## src/design/pel_pkg.sv

```systemverilog
// Package for the peak envelope limiter: payload structs, configuration
// types, register indexes, smoother coefficients and sizing constants.
// No dependencies.
package pel_pkg;

  // Sample and level formats
  localparam int SAMPLE_BITS    = 16;
  localparam int LEVEL_BITS_DEF = 24;

  // Configuration registers
  localparam int THR_BITS   = 15;
  localparam int REL_BITS   = 16;
  localparam int CFG_IDX_W  = 1;
  localparam int CFG_DATA_W = 16;

  localparam logic [CFG_IDX_W-1:0] REG_THRESHOLD = 1'd0;
  localparam logic [CFG_IDX_W-1:0] REG_RELEASE   = 1'd1;

  localparam logic [THR_BITS-1:0] THRESHOLD_RST = 15'd1638;
  localparam logic [REL_BITS-1:0] RELEASE_RST   = 16'd380;

  // One-pole smoother coefficients, Q0.16
  localparam int COEF_W = 16;
  localparam logic [COEF_W-1:0] COEF_NEW = 16'd184;
  localparam logic [COEF_W-1:0] COEF_OLD = 16'd65349;

  // Depth of the queue between front and back (power of two)
  localparam int QUEUE_DEPTH = 2;

  typedef struct packed {
    logic signed [SAMPLE_BITS-1:0] left_sample;
    logic signed [SAMPLE_BITS-1:0] right_sample;
  } in_frame_t;

  typedef struct packed {
    logic signed [SAMPLE_BITS-1:0] out_sample;
    logic                          saturated;
  } out_result_t;

  // Classified frame: sign and magnitude of the channel sum
  typedef struct packed {
    logic                 neg;
    logic [SAMPLE_BITS:0] mag;
  } frame_t;

  typedef struct packed {
    logic [THR_BITS-1:0] threshold;
    logic [REL_BITS-1:0] release_step;
  } cfg_t;

endpackage

```

## src/design/peak_envelope_limiter_top.sv

```systemverilog
// Peak envelope limiter, top level. Depends on pel_pkg, pel_front, pel_queue, pel_back.
// Each frame passes through the queue and then the back end, paced by the one-bit-per-cycle
// restoring divider in the back end; the back end takes no new frame until it has
// handed the current result to the output register.
// Reset (rst_ni low, asynchronous): peak and smoothed levels clear to zero,
// threshold returns to 1638 and release_step to 380, queue and output empty.
module peak_envelope_limiter_top #(
  parameter int LEVEL_BITS = pel_pkg::LEVEL_BITS_DEF
) (
  input  logic                              clk_i,
  input  logic                              rst_ni,
  // Configuration write port
  input  logic                              cfg_we_i,
  input  logic [pel_pkg::CFG_IDX_W-1:0]     cfg_idx_i,
  input  logic [pel_pkg::CFG_DATA_W-1:0]    cfg_wdata_i,
  // Input frames
  input  logic                              in_valid_i,
  output logic                              in_ready_o,
  input  pel_pkg::in_frame_t                in_data_i,
  // Limited samples
  output logic                              out_valid_o,
  input  logic                              out_ready_i,
  output pel_pkg::out_result_t              out_data_o
);
  import pel_pkg::*;

  logic [THR_BITS-1:0] threshold_q;
  logic [REL_BITS-1:0] release_q;
  cfg_t                cfg;

  frame_t front_class;
  frame_t queue_data;
  logic   queue_valid;
  logic   back_ready;

  // Configuration registers: write only, ignore unknown indexes
  always_ff @(posedge clk_i or negedge rst_ni) begin
    if (!rst_ni) begin
      threshold_q <= THRESHOLD_RST;
      release_q   <= RELEASE_RST;
    end else if (cfg_we_i) begin
      unique case (cfg_idx_i)
        REG_THRESHOLD: threshold_q <= cfg_wdata_i[THR_BITS-1:0];
        REG_RELEASE:   release_q   <= cfg_wdata_i[REL_BITS-1:0];
        default: begin
        end
      endcase
    end
  end

  assign cfg.threshold    = threshold_q;
  assign cfg.release_step = release_q;

  // Front: sum and rectify each accepted frame
  pel_front u_front (
    .frame_i (in_data_i),
    .class_o (front_class)
  );

  // Queue: decouple frame intake from the divider-bound back end
  pel_queue u_queue (
    .clk_i        (clk_i),
    .rst_ni       (rst_ni),
    .push_valid_i (in_valid_i),
    .push_ready_o (in_ready_o),
    .push_data_i  (front_class),
    .pop_valid_o  (queue_valid),
    .pop_ready_i  (back_ready),
    .pop_data_o   (queue_data)
  );

  // Back: peak hold, smoothing, division, saturation and release
  pel_back #(
    .LEVEL_BITS (LEVEL_BITS)
  ) u_back (
    .clk_i        (clk_i),
    .rst_ni       (rst_ni),
    .cfg_i        (cfg),
    .item_valid_i (queue_valid),
    .item_ready_o (back_ready),
    .item_i       (queue_data),
    .res_valid_o  (out_valid_o),
    .res_ready_i  (out_ready_i),
    .res_o        (out_data_o)
  );

endmodule

```

## src/design/pel_front.sv

```systemverilog
// Front end of the limiter: sums the stereo pair and rectifies the sum.
// Depends on pel_pkg.
module pel_front (
  input  pel_pkg::in_frame_t frame_i,
  output pel_pkg::frame_t    class_o
);
  import pel_pkg::*;

  logic signed [SAMPLE_BITS:0] sum;

  assign sum = {frame_i.left_sample[SAMPLE_BITS-1], frame_i.left_sample}
             + {frame_i.right_sample[SAMPLE_BITS-1], frame_i.right_sample};

  assign class_o.neg = sum[SAMPLE_BITS];
  assign class_o.mag = sum[SAMPLE_BITS] ? (~sum + 1'b1) : sum;

endmodule

```

## src/design/pel_queue.sv

```systemverilog
// Short queue of classified frames between the front and back ends.
// Depends on pel_pkg.
module pel_queue (
  input  logic            clk_i,
  input  logic            rst_ni,
  input  logic            push_valid_i,
  output logic            push_ready_o,
  input  pel_pkg::frame_t push_data_i,
  output logic            pop_valid_o,
  input  logic            pop_ready_i,
  output pel_pkg::frame_t pop_data_o
);
  import pel_pkg::*;

  localparam int PTR_W = $clog2(QUEUE_DEPTH);

  frame_t             entries_q [QUEUE_DEPTH];
  logic [PTR_W-1:0]   wr_ptr_q, wr_ptr_d;
  logic [PTR_W-1:0]   rd_ptr_q, rd_ptr_d;
  logic [PTR_W:0]     count_q, count_d;
  logic               push, pop;

  assign push_ready_o = (count_q != (PTR_W+1)'(QUEUE_DEPTH));
  assign pop_valid_o  = (count_q != '0);
  assign pop_data_o   = entries_q[rd_ptr_q];

  assign push = push_valid_i & push_ready_o;
  assign pop  = pop_valid_o & pop_ready_i;

  always_comb begin
    wr_ptr_d = push ? wr_ptr_q + 1'b1 : wr_ptr_q;
    rd_ptr_d = pop ? rd_ptr_q + 1'b1 : rd_ptr_q;
    count_d  = count_q;
    if (push && !pop) begin
      count_d = count_q + 1'b1;
    end else if (!push && pop) begin
      count_d = count_q - 1'b1;
    end
  end

  always_ff @(posedge clk_i or negedge rst_ni) begin
    if (!rst_ni) begin
      wr_ptr_q <= '0;
      rd_ptr_q <= '0;
      count_q  <= '0;
    end else begin
      wr_ptr_q <= wr_ptr_d;
      rd_ptr_q <= rd_ptr_d;
      count_q  <= count_d;
    end
  end

  always_ff @(posedge clk_i) begin
    if (push) begin
      entries_q[wr_ptr_q] <= push_data_i;
    end
  end

endmodule

```

## src/design/pel_back.sv

```systemverilog
// Back end of the limiter: peak hold, smoother, iterative divider,
// saturation, peak release and the output register. Depends on pel_pkg.
module pel_back #(
  parameter int LEVEL_BITS = pel_pkg::LEVEL_BITS_DEF
) (
  input  logic                clk_i,
  input  logic                rst_ni,
  input  pel_pkg::cfg_t       cfg_i,
  input  logic                item_valid_i,
  output logic                item_ready_o,
  input  pel_pkg::frame_t     item_i,
  output logic                res_valid_o,
  input  logic                res_ready_i,
  output pel_pkg::out_result_t res_o
);
  import pel_pkg::*;

  localparam int NUM_BITS  = SAMPLE_BITS + LEVEL_BITS - 3;
  localparam int CNT_W     = $clog2(NUM_BITS);
  localparam int LVL_DIFF  = LEVEL_BITS - SAMPLE_BITS - 1;
  localparam int LVL_SHL   = (LVL_DIFF >= 0) ? LVL_DIFF : 0;
  localparam int LVL_SHR   = (LVL_DIFF < 0) ? -LVL_DIFF : 0;
  localparam int WIDE_W    = SAMPLE_BITS + 1 + LEVEL_BITS;
  localparam int THR_SHIFT = LEVEL_BITS - 2 - THR_BITS;
  localparam int THR_PAD   = LEVEL_BITS - THR_BITS - THR_SHIFT;
  localparam int PROD_W    = LEVEL_BITS + COEF_W;
  localparam int ACC_W     = PROD_W + 1;

  localparam logic [2:0] S_IDLE   = 3'd0;
  localparam logic [2:0] S_PEAK   = 3'd1;
  localparam logic [2:0] S_SMOOTH = 3'd2;
  localparam logic [2:0] S_LOAD   = 3'd3;
  localparam logic [2:0] S_DIV    = 3'd4;
  localparam logic [2:0] S_DONE   = 3'd5;

  logic [2:0]            state_q, state_d;
  logic [LEVEL_BITS-1:0] peak_q, peak_d;
  logic [LEVEL_BITS-1:0] smooth_q, smooth_d;
  logic                  upd_q, upd_d;
  logic [CNT_W-1:0]      cnt_q, cnt_d;
  logic                  res_valid_q, res_valid_d;

  // Payload registers
  frame_t                item_q;
  logic [PROD_W-1:0]     prod_new_q, prod_old_q;
  logic [LEVEL_BITS-1:0] div_q;
  logic [LEVEL_BITS-1:0] rem_q, rem_d;
  logic [NUM_BITS-1:0]   num_q, num_d;
  out_result_t           res_q, res_d;

  logic [WIDE_W-1:0]     lvl_wide;
  logic [LEVEL_BITS-1:0] lvl;
  logic [THR_BITS-1:0]   thr_eff;
  logic [LEVEL_BITS-1:0] thr_lvl;
  logic [ACC_W-1:0]      acc;
  logic [LEVEL_BITS:0]   trial, trial_sub;
  logic                  trial_ge;
  logic [NUM_BITS-1:0]   lim_pos, lim_neg, q_clip;
  logic                  sat;
  logic [LEVEL_BITS-1:0] rel_lvl;
  logic                  out_free;

  // Rectified sum in level format
  assign lvl_wide = (WIDE_W'(item_q.mag) << LVL_SHL) >> LVL_SHR;
  assign lvl      = lvl_wide[LEVEL_BITS-1:0];

  assign thr_eff = (cfg_i.threshold == '0) ? THR_BITS'(1) : cfg_i.threshold;
  assign thr_lvl = {{THR_PAD{1'b0}}, thr_eff, {THR_SHIFT{1'b0}}};

  assign acc = ACC_W'(prod_new_q) + ACC_W'(prod_old_q) + ACC_W'(32768);

  // One restoring division step
  assign trial     = {rem_q, num_q[NUM_BITS-1]};
  assign trial_ge  = (trial >= {1'b0, div_q});
  assign trial_sub = trial - {1'b0, div_q};

  assign lim_pos = {{(NUM_BITS-SAMPLE_BITS+1){1'b0}}, {(SAMPLE_BITS-1){1'b1}}};
  assign lim_neg = {{(NUM_BITS-SAMPLE_BITS){1'b0}}, 1'b1, {(SAMPLE_BITS-1){1'b0}}};

  always_comb begin
    if (item_q.neg) begin
      sat    = (num_q > lim_neg);
      q_clip = sat ? lim_neg : num_q;
    end else begin
      sat    = (num_q > lim_pos);
      q_clip = sat ? lim_pos : num_q;
    end
  end

  assign rel_lvl  = {{(LEVEL_BITS-REL_BITS){1'b0}}, cfg_i.release_step};
  assign out_free = !res_valid_q || res_ready_i;

  assign item_ready_o = (state_q == S_IDLE);
  assign res_valid_o  = res_valid_q;
  assign res_o        = res_q;

  always_comb begin
    state_d     = state_q;
    peak_d      = peak_q;
    smooth_d    = smooth_q;
    upd_d       = upd_q;
    cnt_d       = cnt_q;
    rem_d       = rem_q;
    num_d       = num_q;
    res_d       = res_q;
    res_valid_d = res_valid_q && !res_ready_i;

    unique case (state_q)
      S_IDLE: begin
        if (item_valid_i) begin
          state_d = S_PEAK;
        end
      end
      S_PEAK: begin
        // Capture a new peak and start the smoother step
        upd_d = (lvl > peak_q);
        if (lvl > peak_q) begin
          peak_d = lvl;
        end
        state_d = S_SMOOTH;
      end
      S_SMOOTH: begin
        if (upd_q) begin
          smooth_d = acc[COEF_W +: LEVEL_BITS];
        end
        state_d = S_LOAD;
      end
      S_LOAD: begin
        rem_d   = '0;
        num_d   = {item_q.mag, {(LEVEL_BITS-4){1'b0}}};
        cnt_d   = CNT_W'(NUM_BITS - 1);
        state_d = S_DIV;
      end
      S_DIV: begin
        rem_d = trial_ge ? trial_sub[LEVEL_BITS-1:0] : trial[LEVEL_BITS-1:0];
        num_d = {num_q[NUM_BITS-2:0], trial_ge};
        cnt_d = cnt_q - 1'b1;
        if (cnt_q == '0) begin
          state_d = S_DONE;
        end
      end
      S_DONE: begin
        if (out_free) begin
          res_valid_d      = 1'b1;
          res_d.saturated  = sat;
          res_d.out_sample = item_q.neg ? (~q_clip[SAMPLE_BITS-1:0] + 1'b1)
                                        : q_clip[SAMPLE_BITS-1:0];
          // Release the held peak, floored at zero
          peak_d  = (peak_q > rel_lvl) ? (peak_q - rel_lvl) : '0;
          state_d = S_IDLE;
        end
      end
      default: begin
        state_d = S_IDLE;
      end
    endcase
  end

  always_ff @(posedge clk_i or negedge rst_ni) begin
    if (!rst_ni) begin
      state_q     <= S_IDLE;
      peak_q      <= '0;
      smooth_q    <= '0;
      upd_q       <= 1'b0;
      cnt_q       <= '0;
      res_valid_q <= 1'b0;
    end else begin
      state_q     <= state_d;
      peak_q      <= peak_d;
      smooth_q    <= smooth_d;
      upd_q       <= upd_d;
      cnt_q       <= cnt_d;
      res_valid_q <= res_valid_d;
    end
  end

  always_ff @(posedge clk_i) begin
    if (state_q == S_IDLE && item_valid_i) begin
      item_q <= item_i;
    end
    if (state_q == S_PEAK) begin
      prod_new_q <= PROD_W'(COEF_NEW) * PROD_W'((lvl > peak_q) ? lvl : peak_q);
      prod_old_q <= PROD_W'(COEF_OLD) * PROD_W'(smooth_q);
    end
    if (state_q == S_SMOOTH) begin
      div_q <= '0;
    end
    if (state_q == S_LOAD) begin
      div_q <= (smooth_q > thr_lvl) ? smooth_q : thr_lvl;
    end
    rem_q <= rem_d;
    num_q <= num_d;
    res_q <= res_d;
  end

endmodule
```

## config.mk

```make
export PLATFORM = sky130hd
export DESIGN_NAME = peak_envelope_limiter_top
export DESIGN_NICKNAME = d
export VERILOG_FILES = /design/src/design/pel_pkg.sv /design/src/design/peak_envelope_limiter_top.sv /design/src/design/pel_front.sv /design/src/design/pel_queue.sv /design/src/design/pel_back.sv
export SDC_FILE = /design/constraint.sdc
export NUM_CORES = 1
export LEC_CHECK = 0
export ABC_AREA = 1
export BUFFER_PORTS_ARGS = -buffer_cell sky130_fd_sc_hd__buf_2
export CAP_MARGIN = 20
export CORE_ASPECT_RATIO = 0.7
export CORE_UTILIZATION = 60
export CTS_CLUSTER_SIZE = 12
export DETAILED_ROUTE_END_ITERATION = 8
export PLACE_DENSITY = 0.81
export SLEW_MARGIN = 15
export SYNTH_ARGS = -nofsm -noshare
export SYNTH_HDL_FRONTEND = slang
export SYNTH_HIERARCHICAL = 1
export SYNTH_SLANG_ARGS = --single-unit
```

## constraint.sdc

```tcl
create_clock -name clk_i -period 8 [get_ports clk_i]
set_clock_uncertainty 0.15 [all_clocks]
set_input_delay 0.8 -clock clk_i [delete_from_list [all_inputs] [get_ports clk_i]]
set_output_delay 0.8 -clock clk_i [all_outputs]
set_load 0.02 [all_outputs]
```

==> summary.log <==
INFO  critical_path  timing_worst_setup_path_type=reg2reg
INFO  die            fp.coreArea=0.0510mm^2
INFO  sta            unrepaired_setup_endpoints_after_global_routing=false
INFO  layout         nNetsFinal=4,492
INFO  clock_network  cts.sink_count=316
INFO  die            design.die.area=0.0529mm^2
INFO  routing        dr_total_vias=25,700
INFO  clock_network  cts-htree-levels=2
INFO  synthesis      netlist.area_leader.share=21.4%
INFO  sta            timing.final.crit_share=76.9%
INFO  global_route   wire_length_of_the_first_global_routing_pass=130,000um
INFO  critical_path  critical-path-top-delay-family=adder cells
INFO  routing        wl=83,100um
INFO  sta            post-route-min-period=6.16ns
INFO  synthesis      yosysUniqueCellTypes=62
INFO  routing        drt_drc_violations_left=2
INFO  global_route   grt_max_degree=72
INFO  sta            finalSetupViolations=0
INFO  clock_network  cts_repair_resize_count=0
INFO  synthesis      synthCells=3,796
INFO  global_route   overall_global_routing_resource_usage=32.1%
INFO  layout         number_of_diodes_added_for_antenna_fixing=0
INFO  synthesis      syn-cell-area=0.0312mm^2
INFO  routing        drtPass1Iterations=8
INFO  sta            setup_ws=1.84ns
INFO  clock_network  cts_hold_repair.buffers=0
INFO  routing        via_per_inst=5.63
INFO  layout         syn2layout_area_growth=6.74%
INFO  status         status=complete, but fails checks
INFO  synthesis      synth-edff-count=222
INFO  critical_path  cell_with_the_largest_stage_delay_on_the_worst_path=fa_1
INFO  global_route   number_of_global_route_vias_before_repair=23,500
INFO  sta            max_freq=0.162GHz
INFO  critical_path  critPathCaptureType=flop
INFO  status         violations=design-rule violations
INFO  critical_path  timing.critical_path.arrival=6.31ns
INFO  placement      last_weighted_congestion_value_of_the_routability_driven_placer=1.04
INFO  global_route   grt_remaining_overflow=0
INFO  critical_path  cpPeakStageDelay=0.62ns
INFO  clock_network  cts_tree=yes
INFO  critical_path  path_common_cell=fa_1
INFO  placement      place.port_buffers=72
INFO  synthesis      synth-seq-area-share=29.0%
INFO  routing        antenna_violating_nets_post_route=0
INFO  critical_path  crit_required=8.16ns
INFO  synthesis      yosys_register_bits=316
INFO  routing        wl_per_cell=18.2um
INFO  hold_path      min-delay-path-class=in2async
INFO  critical_path  crit_path_cell_trace=inv_1 -> fa_1 -> fa_1 -> inv_1 -> fa_1 -> fa_1 -> fa_1 -> inv_1 -> fa_1 -> inv_1 -> ha_1 -> nand2_1 -> nor2_1 -> inv_1 -> o21ai_0 -> a21oi_2 -> o21bai_1 -> nand2_1 -> nand3_1 -> nand2_1
INFO  job            drv_cap=0
INFO  clock_network  later_pin_clock_latency_in_the_skew_report=0.55ns
INFO  synthesis      async_flop_share=29.7%
INFO  placement      post_dp_cell_area=0.0321mm^2
INFO  synthesis      synth.area.top_cells=edfxtp_1 (21%), ha_1 (15%), fa_1 (13%)
INFO  synthesis      synth_ff_type=edfxtp_1
INFO  synthesis      post_synth_most_frequent_cells=nand2_1 (801), inv_1 (701), ha_1 (373)
INFO  sta            relSlewSlack=32.3%
INFO  die            num_io_pins=73
INFO  die            die_w=274um
INFO  clock_network  clkTransAtPathRegs=0.06ns
INFO  sta            worst_pin_slew=1.02ns
INFO  layout         design_area=0.0333mm^2
INFO  synthesis      syn-num-nets=4,422
INFO  routing        drt-initial-drc-count=2,782
INFO  sta            maxSlewViolCount=0
INFO  die            die_height=193um
INFO  sta            timing_hold_violations_final=0
INFO  placement      place_worst_setup_slack=1.91ns
INFO  clock_network  cts_buffers=36
INFO  synthesis      synth.most_common_cell=nand2_1
INFO  clock_network  root_buffer=clkbuf_16
INFO  synthesis      post_synth.cell_area_avg=8.21um^2
INFO  sta            setup_total_negative_slack=0ns
INFO  critical_path  crit_path_start_kind=flop
INFO  critical_path  worst_path_buf_inv=5
INFO  synthesis      synth.largest_area_cell=edfxtp_1
INFO  critical_path  critPathMaxFanout=8
INFO  die            floorplan.initialDensity=61.1%
INFO  placement      dp.final_hpwl=68,000um
INFO  die            fp-row-count=69
INFO  clock_network  max-clock-path-buffers=3
INFO  layout         drive_gt1_share=6.55%
INFO  clock_network  cts_post_setup_buffers_inserted=0
INFO  global_route   number_of_antenna_violations_at_the_first_check_in_global_routing=0
INFO  synthesis      ys.warnings.count=6
cells by family (layout without fill, tap and decap cells):
kind of cell / after synthesis / in the layout / synth area share, %
buffers and inverters: 771 / 867 / 9.82
adders and majority gates: 572 / 572 / 27.8
AOI/OAI and AO/OA: 528 / 528 / 9.68
DFF: 316 / 316 / 29.0
and+or+nand+nor: 1480 / 1480 / 20.1
xor gates and xnor gates: 129 / 129 / 3.65
sequential cells by signal (all words and copies together), names as in the netlist:
name                count
u_back/item_q          18
release_q              16
u_back/smooth_q        24
u_queue/entries_q      36
u_back/prod_old_q      37
u_back/num_q           37
u_back/cnt_q            6
u_back/res_o           17
u_back/prod_new_q      29
u_back/rem_q           24
u_back/res_valid_o      1
threshold_q            15
u_back/state_q          3
u_back/div_q           24
u_back/upd_q            1
u_queue/wr_ptr_q        1
u_back/peak_q          24
u_queue/count_q         2
u_queue/rd_ptr_q        1
worst paths after layout:
kind                               startpoint                     to  slack [ns]  depth (start not counted)
max                        u_back/smooth_q[4]  u_back/prod_old_q[33]        1.84                         20
min                                    rst_ni     u_queue/count_q[0]        0.01                          1
max reg2reg                u_back/smooth_q[4]  u_back/prod_old_q[33]        1.84                         20
min reg2reg                      release_q[4]           release_q[4]        0.32                          2
max in group asynchronous              rst_ni      u_back/peak_q[18]        6.37                          2
min in group clk_i               release_q[4]           release_q[4]        0.32                          2
metrics by stage:
stage | hold WS, ns | cells | utilization [%]
after floorplan | 0.292 | 3796 | -
after global placement | 0.301 | 4502 | 62.9
after detailed placement | 0.305 | 4502 | 62.9
after CTS | 0.00660 | 4566 | 65.2
after global routing | 0.0203 | 4566 | 65.2
final | 0.0135 | 4566 | 65.2
routing by layer:
| metal | vias up | routed length, um | global-route usage [%] |
|---|---|---|---|
| li1 | 12400 | - | - |
| met2 | 1135 | 31500 | 41.3 |
| met4 | 0 | 1460 | 5.92 |
| met5 | - | 0 | 0 |
| met1 | 12100 | 40000 | 52.1 |
| met3 | 97 | 10100 | 8.98 |
final cells by class:
type,instances,area [um^2]
clock buffers,51,997
clock inverters,13,138
fillers,4274,17800
repair buffers,84,453
well taps,674,843
multi-input cells,2709,19100
flip-flops and latches,316,9030
inverters,719,2710
layout by cell type, fill, tap and decap left out, types with 6 or more instances in the layout:
cell / netlist / final
a21boi_0: 11 / 11
a21o_1: 29 / 29
a21oi_1: 190 / 190
a31oi_1: 21 / 21
buf_2: 17 / 71
buf_4: 5 / 13
clkbuf_1: 16 / 11
clkbuf_16: 0 / 36
dfrtp_1: 82 / 82
dfstp_2: 12 / 12
edfxtp_1: 222 / 222
fa_1: 199 / 199
ha_1: 373 / 373
inv_1: 701 / 701
inv_2: 15 / 15
nand2_1: 801 / 800
nand2_2: 20 / 21
nand3_1: 179 / 179
nand3_2: 14 / 14
nand3b_1: 14 / 14
nand4_1: 36 / 36
nor2_1: 344 / 342
nor3_1: 25 / 25
nor4_1: 13 / 13
o21ai_0: 174 / 174
o21ai_1: 29 / 29
o21ai_2: 15 / 15
o21bai_1: 14 / 14
o22ai_1: 7 / 7
o31ai_1: 6 / 6
or2_2: 10 / 10
xnor2_1: 48 / 48
xor2_1: 80 / 80
Power is left out: the tool's default activity adds up to more than one toggle a clock period on the data nets, which glitch-free logic cannot reach.
